### config.mk
export PLATFORM = sky130hd
export DESIGN_NAME = ntmb_ctrl
export DESIGN_NICKNAME = d
export VERILOG_FILES = /design/src/rtl/core/ntmb_pkg.sv /design/src/rtl/core/ntmb_ctrl.sv
export SDC_FILE = /design/constraint.sdc
export NUM_CORES = 1
export LEC_CHECK = 0
export ABC_AREA = 1
export BUFFER_PORTS_ARGS = -buffer_cell sky130_fd_sc_hd__buf_2
export CORE_AREA = 2 2 39 41
export CTS_BUF_LIST = sky130_fd_sc_hd__clkbuf_16
export DETAILED_ROUTE_END_ITERATION = 10
export DIE_AREA = 0 0 41 43
export GPL_TIMING_DRIVEN = 0
export MAX_ROUTING_LAYER = met4
export SYNTH_ARGS = -nofsm -noshare
export SYNTH_HDL_FRONTEND = slang
export SYNTH_SLANG_ARGS = --single-unit
### constraint.sdc
create_clock -name clk -period 1.55 [get_ports clk]
set_input_delay 0.2325 -clock clk [delete_from_list [all_inputs] [get_ports clk]]
set_output_delay 0.2325 -clock clk [all_outputs]
set_load 0.05 [all_outputs]
### src/rtl/core/ntmb_pkg.sv
// Shared types and constants for the tanh backpropagation neuron.
// Holds request and result structs, mode/kind/register codes, step codes and saturation.
// No dependencies.
package ntmb_pkg;

  localparam int DATA_W  = 16;
  localparam int ACC_W   = 40;
  localparam int MODE_W  = 2;
  localparam int KIND_W  = 2;
  localparam int CFG_IDX_W = 2;
  localparam int OP_W    = 5;

  localparam logic [MODE_W-1:0] MODE_FORWARD  = 2'd0;
  localparam logic [MODE_W-1:0] MODE_OUT_GRAD = 2'd1;
  localparam logic [MODE_W-1:0] MODE_HIDDEN   = 2'd2;
  localparam logic [MODE_W-1:0] MODE_UPDATE   = 2'd3;

  localparam logic [KIND_W-1:0] KIND_ACTIVATION = 2'd0;
  localparam logic [KIND_W-1:0] KIND_GRADIENT   = 2'd1;
  localparam logic [KIND_W-1:0] KIND_UPDATE     = 2'd2;

  localparam logic [CFG_IDX_W-1:0] CFG_LEARN_RATE = 2'd0;
  localparam logic [CFG_IDX_W-1:0] CFG_MOMENTUM   = 2'd1;

  localparam logic [DATA_W-1:0] LEARN_RATE_RESET = 16'd9830;
  localparam logic [DATA_W-1:0] MOMENTUM_RESET   = 16'd32768;

  localparam logic signed [ACC_W-1:0] ACC_MAX = {1'b0, {(ACC_W-1){1'b1}}};
  localparam logic signed [ACC_W-1:0] ACC_MIN = {1'b1, {(ACC_W-1){1'b0}}};

  // datapath step codes
  localparam logic [OP_W-1:0] OP_NONE   = 5'd0;
  localparam logic [OP_W-1:0] OP_LOAD   = 5'd1;
  localparam logic [OP_W-1:0] OP_MUL_VW = 5'd2;
  localparam logic [OP_W-1:0] OP_ACC    = 5'd3;
  localparam logic [OP_W-1:0] OP_IDX    = 5'd4;
  localparam logic [OP_W-1:0] OP_ROM    = 5'd5;
  localparam logic [OP_W-1:0] OP_ACT    = 5'd6;
  localparam logic [OP_W-1:0] OP_MUL_AA = 5'd7;
  localparam logic [OP_W-1:0] OP_DERIV  = 5'd8;
  localparam logic [OP_W-1:0] OP_MUL_XD = 5'd9;
  localparam logic [OP_W-1:0] OP_GRAD_H = 5'd10;
  localparam logic [OP_W-1:0] OP_MUL_TD = 5'd11;
  localparam logic [OP_W-1:0] OP_GRAD_O = 5'd12;
  localparam logic [OP_W-1:0] OP_MUL_VG = 5'd13;
  localparam logic [OP_W-1:0] OP_MUL_LR = 5'd14;
  localparam logic [OP_W-1:0] OP_MUL_MO = 5'd15;
  localparam logic [OP_W-1:0] OP_UPD    = 5'd16;

  typedef struct packed {
    logic [MODE_W-1:0]        mode;
    logic signed [DATA_W-1:0] value;
    logic signed [DATA_W-1:0] weight;
    logic signed [DATA_W-1:0] old_delta;
    logic                     last;
  } in_item_t;

  typedef struct packed {
    logic [KIND_W-1:0]        kind;
    logic signed [DATA_W-1:0] result;
    logic signed [DATA_W-1:0] new_weight;
  } out_item_t;

  typedef struct packed {
    logic [OP_W-1:0] op;
  } ntmb_cmd_t;

  typedef struct packed {
    logic out_free;
  } ntmb_status_t;

  function automatic logic signed [DATA_W-1:0] sat16(input logic signed [63:0] v);
    if (v > 64'sd32767) begin
      return 16'sh7fff;
    end else if (v < -64'sd32768) begin
      return 16'sh8000;
    end else begin
      return v[DATA_W-1:0];
    end
  endfunction

endpackage

### src/rtl/core/ntmb_ctrl.sv
// Step sequencer for the tanh backpropagation neuron.
// Walks each request through the shared multiplier steps; uses ntmb_pkg.
module ntmb_ctrl
  import ntmb_pkg::*;
(
  input  logic              clk,
  input  logic              rst,
  input  logic              in_valid,
  input  logic [MODE_W-1:0] in_mode,
  input  logic              in_last,
  output logic              in_stall,
  input  ntmb_status_t      status,
  output ntmb_cmd_t         cmd
);

  localparam logic [3:0] S_IDLE   = 4'd0;
  localparam logic [3:0] S_MUL_VW = 4'd1;
  localparam logic [3:0] S_ACC    = 4'd2;
  localparam logic [3:0] S_IDX    = 4'd3;
  localparam logic [3:0] S_ROM    = 4'd4;
  localparam logic [3:0] S_ACT    = 4'd5;
  localparam logic [3:0] S_MUL_AA = 4'd6;
  localparam logic [3:0] S_DERIV  = 4'd7;
  localparam logic [3:0] S_MUL_XD = 4'd8;
  localparam logic [3:0] S_GRAD_H = 4'd9;
  localparam logic [3:0] S_MUL_TD = 4'd10;
  localparam logic [3:0] S_GRAD_O = 4'd11;
  localparam logic [3:0] S_MUL_VG = 4'd12;
  localparam logic [3:0] S_MUL_LR = 4'd13;
  localparam logic [3:0] S_MUL_MO = 4'd14;
  localparam logic [3:0] S_UPD    = 4'd15;

  logic [3:0]        state;
  logic [3:0]        state_next;
  logic [MODE_W-1:0] mode_q;
  logic              last_q;

  assign in_stall = rst || (state != S_IDLE);

  always_comb begin
    state_next = state;
    cmd.op     = OP_NONE;
    unique case (state)
      S_IDLE: begin
        if (in_valid) begin
          cmd.op = OP_LOAD;
          unique case (in_mode)
            MODE_FORWARD:  state_next = S_MUL_VW;
            MODE_HIDDEN:   state_next = S_MUL_VW;
            MODE_OUT_GRAD: state_next = S_MUL_AA;
            MODE_UPDATE:   state_next = S_MUL_VG;
            default:       state_next = S_IDLE;
          endcase
        end
      end
      S_MUL_VW: begin
        cmd.op     = OP_MUL_VW;
        state_next = S_ACC;
      end
      S_ACC: begin
        cmd.op = OP_ACC;
        priority if (!last_q) begin
          state_next = S_IDLE;
        end else if (mode_q == MODE_FORWARD) begin
          state_next = S_IDX;
        end else begin
          state_next = S_MUL_AA;
        end
      end
      S_IDX: begin
        cmd.op     = OP_IDX;
        state_next = S_ROM;
      end
      S_ROM: begin
        cmd.op     = OP_ROM;
        state_next = S_ACT;
      end
      S_ACT: begin
        // hold until the output register can take the result
        if (status.out_free) begin
          cmd.op     = OP_ACT;
          state_next = S_IDLE;
        end
      end
      S_MUL_AA: begin
        cmd.op     = OP_MUL_AA;
        state_next = S_DERIV;
      end
      S_DERIV: begin
        cmd.op     = OP_DERIV;
        state_next = (mode_q == MODE_OUT_GRAD) ? S_MUL_TD : S_MUL_XD;
      end
      S_MUL_XD: begin
        cmd.op     = OP_MUL_XD;
        state_next = S_GRAD_H;
      end
      S_GRAD_H: begin
        if (status.out_free) begin
          cmd.op     = OP_GRAD_H;
          state_next = S_IDLE;
        end
      end
      S_MUL_TD: begin
        cmd.op     = OP_MUL_TD;
        state_next = S_GRAD_O;
      end
      S_GRAD_O: begin
        if (status.out_free) begin
          cmd.op     = OP_GRAD_O;
          state_next = S_IDLE;
        end
      end
      S_MUL_VG: begin
        cmd.op     = OP_MUL_VG;
        state_next = S_MUL_LR;
      end
      S_MUL_LR: begin
        cmd.op     = OP_MUL_LR;
        state_next = S_MUL_MO;
      end
      S_MUL_MO: begin
        cmd.op     = OP_MUL_MO;
        state_next = S_UPD;
      end
      S_UPD: begin
        if (status.out_free) begin
          cmd.op     = OP_UPD;
          state_next = S_IDLE;
        end
      end
      default: state_next = S_IDLE;
    endcase
  end

  always_ff @(posedge clk) begin
    if (rst) begin
      state  <= S_IDLE;
      mode_q <= MODE_FORWARD;
      last_q <= 1'b0;
    end else begin
      state <= state_next;
      if (cmd.op == OP_LOAD) begin
        mode_q <= in_mode;
        last_q <= in_last;
      end
    end
  end

endmodule

# Yosys cells after proc, flatten, opt, wreduce, memory -nomap -nowiden
# Index checks and enable logic that the tools add are counted.
[word_totals] register_bits=7 inputBits=7 elab_cells=46
[op_classes] eq_ne=22 muxes=13 n_reduce_logical=8
[op_table] operator="5-bit one-hot mux with 16 select lines" count=1
[op_table] operator="4-bit one-hot mux with 13 select lines" count=1
[op_table] operator="4-bit equality test (second input constant)" count=8
[op_table] operator="4-bit by 3-bit equality test with 1-bit output (second input constant)" count=4
[op_table] operator="4-bit two-way mux" count=4
[op_table] operator="4-bit one-hot mux with 3 select lines" count=1
[op_table] operator="3-bit two-way mux" count=3
[op_table] operator="4-bit by 2-bit equality test with 1-bit output (second input constant)" count=2
[op_table] operator="5-bit by 1-bit equality test with 1-bit output (second input constant)" count=1
[op_table] operator="5-bit two-way mux" count=1
[op_table] operator="2-bit by 1-bit equality test with 1-bit output (second input constant)" count=2
[op_table] operator="2-bit equality test (second input constant)" count=2
[op_table] operator="4-bit by 1-bit equality test with 1-bit output (second input constant)" count=1
[op_table] operator="2-bit zero test" count=2
[op_table] operator="4-bit zero test" count=1
[op_table] operator="4-bit nonzero test" count=1
[op_table] operator="4-bit OR reduction" count=1
[op_table] operator="2-bit two-way mux" count=1
[op_table] operator="2-bit by 1-bit inequality test with 1-bit output (second input constant)" count=1
[op_table] operator="2-bit inequality test (second input constant)" count=1
[op_table] operator="2-bit AND reduction" count=1
[op_table] operator="2-bit OR reduction" count=1
[op_table] operator="1-bit logical OR" count=1
[op_table] operator="1-bit two-way mux" count=1

# Logic depth before layout (Yosys ltp)
[depth] depth_word=5 depth_mapped=10 depth_no_buf=10

# Worst setup path after synthesis
# Ideal clock, no wire load.
[synth_path] kind="register to output" start="reg state[0]" end="out cmd[4] in the netlist's numbering" arrival_time_ps=1702 stages_incl_launch_ff=5 required_ps=1317 path_slack_ps=-385 cell_sequence="dfxtp_1 nand2_1 inv_1 nand2_1 nor3_1"
[synth_rtl] item="start: declaration" line="ntmb_ctrl.sv:33" rtl="logic [3:0] state;"
[synth_rtl] item="start signal: assignment" line="ntmb_ctrl.sv:141" rtl="state <= state_next;"
[synth_rtl] item="end: declaration" line="ntmb_ctrl.sv:13" rtl="output ntmb_cmd_t cmd"

==> run summary <==
The run finished with clean final reports. The global-route total usage across every layer is 19.11%. Clock-pin slew was measured on the worst setup and hold paths at 0.04 ns. The cell area after synthesis is ~550 um^2. The sequential power share is 16.8%. The clock tree skew after final layout came out at 0.002252 ns.

The instance area at placement is 636.9 um^2. The post-route fraction of the period consumed by the critical path is 95.33%. The largest fanout of any net on the critical path is 4. The area growth from synthesis to final layout came out at 52.06%.

The final setup violation count is 0. The maximum cell stage delay along the critical path is 0.36 ns. The worst hold path belongs to the class in2reg. The region available for standard cell placement spans 1384 um^2. The clock network fraction of total power came out at about 19%. In this run, the number of DRC markers left after iteration 0 of detailed routing was 19. The part of the total power dissipated in combinational logic is 64.7%. The number of vias per cell after detailed routing is 5.068. The final layout contains routed wiring with a total length of around 1.4 mm. The maximum clock rate came out at between 0.6 and 0.7 GHz. The number of antenna violations at the first check in global routing came out at 0. The netlist uses 17 different library cells. At the later pin of the worst-skew pair, clock insertion delay measures 0.23 ns. The destination of the worst register-to-register timing path is state[1]. The number of max-cap violations is 0.

Summed over all nets, the switching power comes to 1.154 mW. The quantity of I/O buffers inserted on ports came out at 12. The weighted congestion reported at the end of routability-driven placement is 0.8834.

The maximum number of pins on one net before global-route repair is 8. The utilization after layout is 59.95%. The number of iterations in the first detailed-routing pass is 4.

The hold violation count in the final report was 0. The worst hold path begins at rst. The total clock buffers created by CTS is 3. The die area came out at 1763 um^2. CTS built an H-tree with a depth of 1. The first global-routing pass estimated about 2.2 mm of wire. The number of buffers on the longest clock path came out at 2.

The antenna violation net count after detailed routing is 0. The post-synthesis cell count is 93. The horizontal extent of the die came out at 41 um. The post-route cell area came out at 829.5 um^2. The worst setup path category is reg2out.

The worst path needs 1.478 ns of the cycle, external delays included. The filler-free cell count of the finished design is 132. Detailed routing inserted a total of 669 vias. The worst-case headroom to the max-slew limit came out at 83.60%. In this run the clock root is driven by a sky130_fd_sc_hd__clkbuf_16. The boundary pin count came out at 13. The design draws about 2.3 mW. The transition time at the pin with the least slew margin came out at roughly 0.25 ns. The mean cell area of the mapped netlist came out at approximately 5.9 um^2.

The post-detailed-placement half-perimeter wirelength is 1.056 mm. The internal power consumption is 1.180 mW. Traced cell by cell, the critical path runs through nand2_2, inv_2, nand2_2, o211ai_1, o21ai_1, buf_6. Across the VDD grid, the largest voltage drop is 0.001426 V. After synthesis the netlist holds a flip-flop and latch count of 7. The kind of end point of the critical path is an output port. The most used cell along the critical path is sky130_fd_sc_hd__nand2_2. The areal power density over the cells came out at approximately 2800 nW/um^2. The worst hold path terminates at state[0]. The number of warnings reported in the yosys synthesis log is 0. The hold-critical path depth is 2. The residual overflow from global routing came out at 0.

TritonCTS built the clock tree. The number of placement rows is 14. The tree built by TritonCTS fans out to 7 sinks. In the routed design, unresolved DRC markers number 0. The initial core utilization is 39.42%.

The number of max-slew violations in the final report is 0. The worst flop-to-flop path startpoint is state[2]. Cells with a size suffix above 1 make up between 40% and 50% of the layout. The die span in y came out at 43 um. The number of inserted diodes came out at 0. The total instance count after detailed placement is 121. The worst path arrival time is about 1.3 ns. The routed wire length per instance came out at 10.45 um. After synthesis, flip-flops and latches occupy 25.69% of the total area. The net count of the finished layout is 124. The switching share of total power came out at 49.44%. The worst setup path is launched from a register. Across all register-to-register paths, the minimum setup slack is 0.28 ns. The number of nets handed over by synthesis was 100. The number of global-route vias before repair is 563. The required time of the critical path is 1.32 ns. The critical path's slowest cell is sky130_fd_sc_hd__dfxtp_2. Counting cells, the worst reg-to-reg path comes to 7.

Summed over all cells, the static leakage comes to 0.4028 nW.
power by group through the flow:
| stage | Combinational [mW] | Sequential [mW] | Clock (mW) |
|---|---|---|---|
| finish | 1.51 | 0.392 | 0.432 |
| global route | 1.64 | 0.405 | 0.457 |
| CTS | 1.28 | 0.368 | 0.444 |
| detailed placement | 1.18 | 0.344 | 0 |
| global placement | 1.18 | 0.343 | 0 |
| floorplan | 0.973 | 0.326 | 0 |
synth_stat cells (all sizes together):
library cell / n / area (um^2)
nand2: 27 / 113.9
inv: 16 / 60.06
nor2: 14 / 67.57
nand3: 8 / 45.04
o21ai: 8 / 40.03
dfxtp: 7 / 140.1
a21oi: 4 / 20.02
nand4: 4 / 25.02
o211ai: 3 / 22.52
a31oi: 1 / 6.260
nor3: 1 / 5.000
area by class of cell:
cell class | count | area, um^2
repair buffers | 19 | 133.9
well taps | 16 | 20.02
fillers | 129 | 554.3
inverters | 16 | 60.06
multi-input cells | 70 | 384.1
clock inverters | 1 | 3.754
flip-flops and latches | 7 | 152.6
clock buffers | 3 | 75.07
state kept, by name (all words and copies together), names as in the netlist:
signal / count
last_q: 1
state: 4
mode_q: 2
how the worst max path moves through the flow:
| stage | start | to | slack (ns) | cells past startpoint |
|---|---|---|---|---|
| floorplan | state[0] | cmd[4] | 0.01 | 4 |
| global placement | state[0] | cmd[3] | 0.05 | 6 |
| detailed placement | state[0] | cmd[3] | 0.05 | 6 |
| CTS | state[2] | cmd[1] | 0.0006 | 7 |
| global route | state[2] | cmd[2] | -0.008 | 6 |
| finish | state[1] | cmd[3] | 0.07 | 6 |
through the flow:
step	setup slack [ns]	setup TNS (ns)	hold slack [ns]
3_5_place_dp	0.05200	0	0.4223
6_report	0.07244	0	0.1778
2_1_floorplan	0.01227	0	0.3016
3_3_place_gp	0.04781	0	0.4231
5_1_grt	-0.008371	-0.008371	0.1874
4_1_cts	0.0005995	0	0.1778
critical path: cells and delay by family (launching register included):
kind | cells | cell delay (ns)
flip-flops | 1 | 0.36
AO/OA/AOI/OAI | 2 | 0.22
AND/OR/NAND/NOR | 2 | 0.17
buffers and inverters | 2 | 0.25
cells by family after synthesis:
logic type,Yosys count,synth area share [%]
AOI/OAI and AO/OA,16,16.28
buffers and inverters,16,11.01
DFF,7,25.69
and+or+nand+nor,54,47.02
layout by cell type (no fill, tap or decap), types with 4 or more instances in the layout:
cell type,count
sky130_fd_sc_hd__a21oi_1,4
sky130_fd_sc_hd__inv_2,7
sky130_fd_sc_hd__nand2_2,9
sky130_fd_sc_hd__inv_1,10
sky130_fd_sc_hd__buf_2,8
sky130_fd_sc_hd__nor2_1,10
sky130_fd_sc_hd__nand4_1,4
sky130_fd_sc_hd__buf_4,7
sky130_fd_sc_hd__o21ai_1,6
sky130_fd_sc_hd__nand3_1,7
sky130_fd_sc_hd__nand2_1,18
layer usage:
layer	part of all wire (%)	GRT usage (%)	routed length, um
met1	45	24.43	614
met2	49	26.88	674
met3	5.0	3.141	69
met4	1.5	12.00	21
met5	0	-	0
timing repair:
item,in CTS,in global routing
setup buffers,1,6
endpoints found under the hold margin,0,0
resized for setup,12,14
hold buffers,0,0
pin swaps,1,2
setup endpoints to repair,5,5
Power figures use the tool's default switching activity.
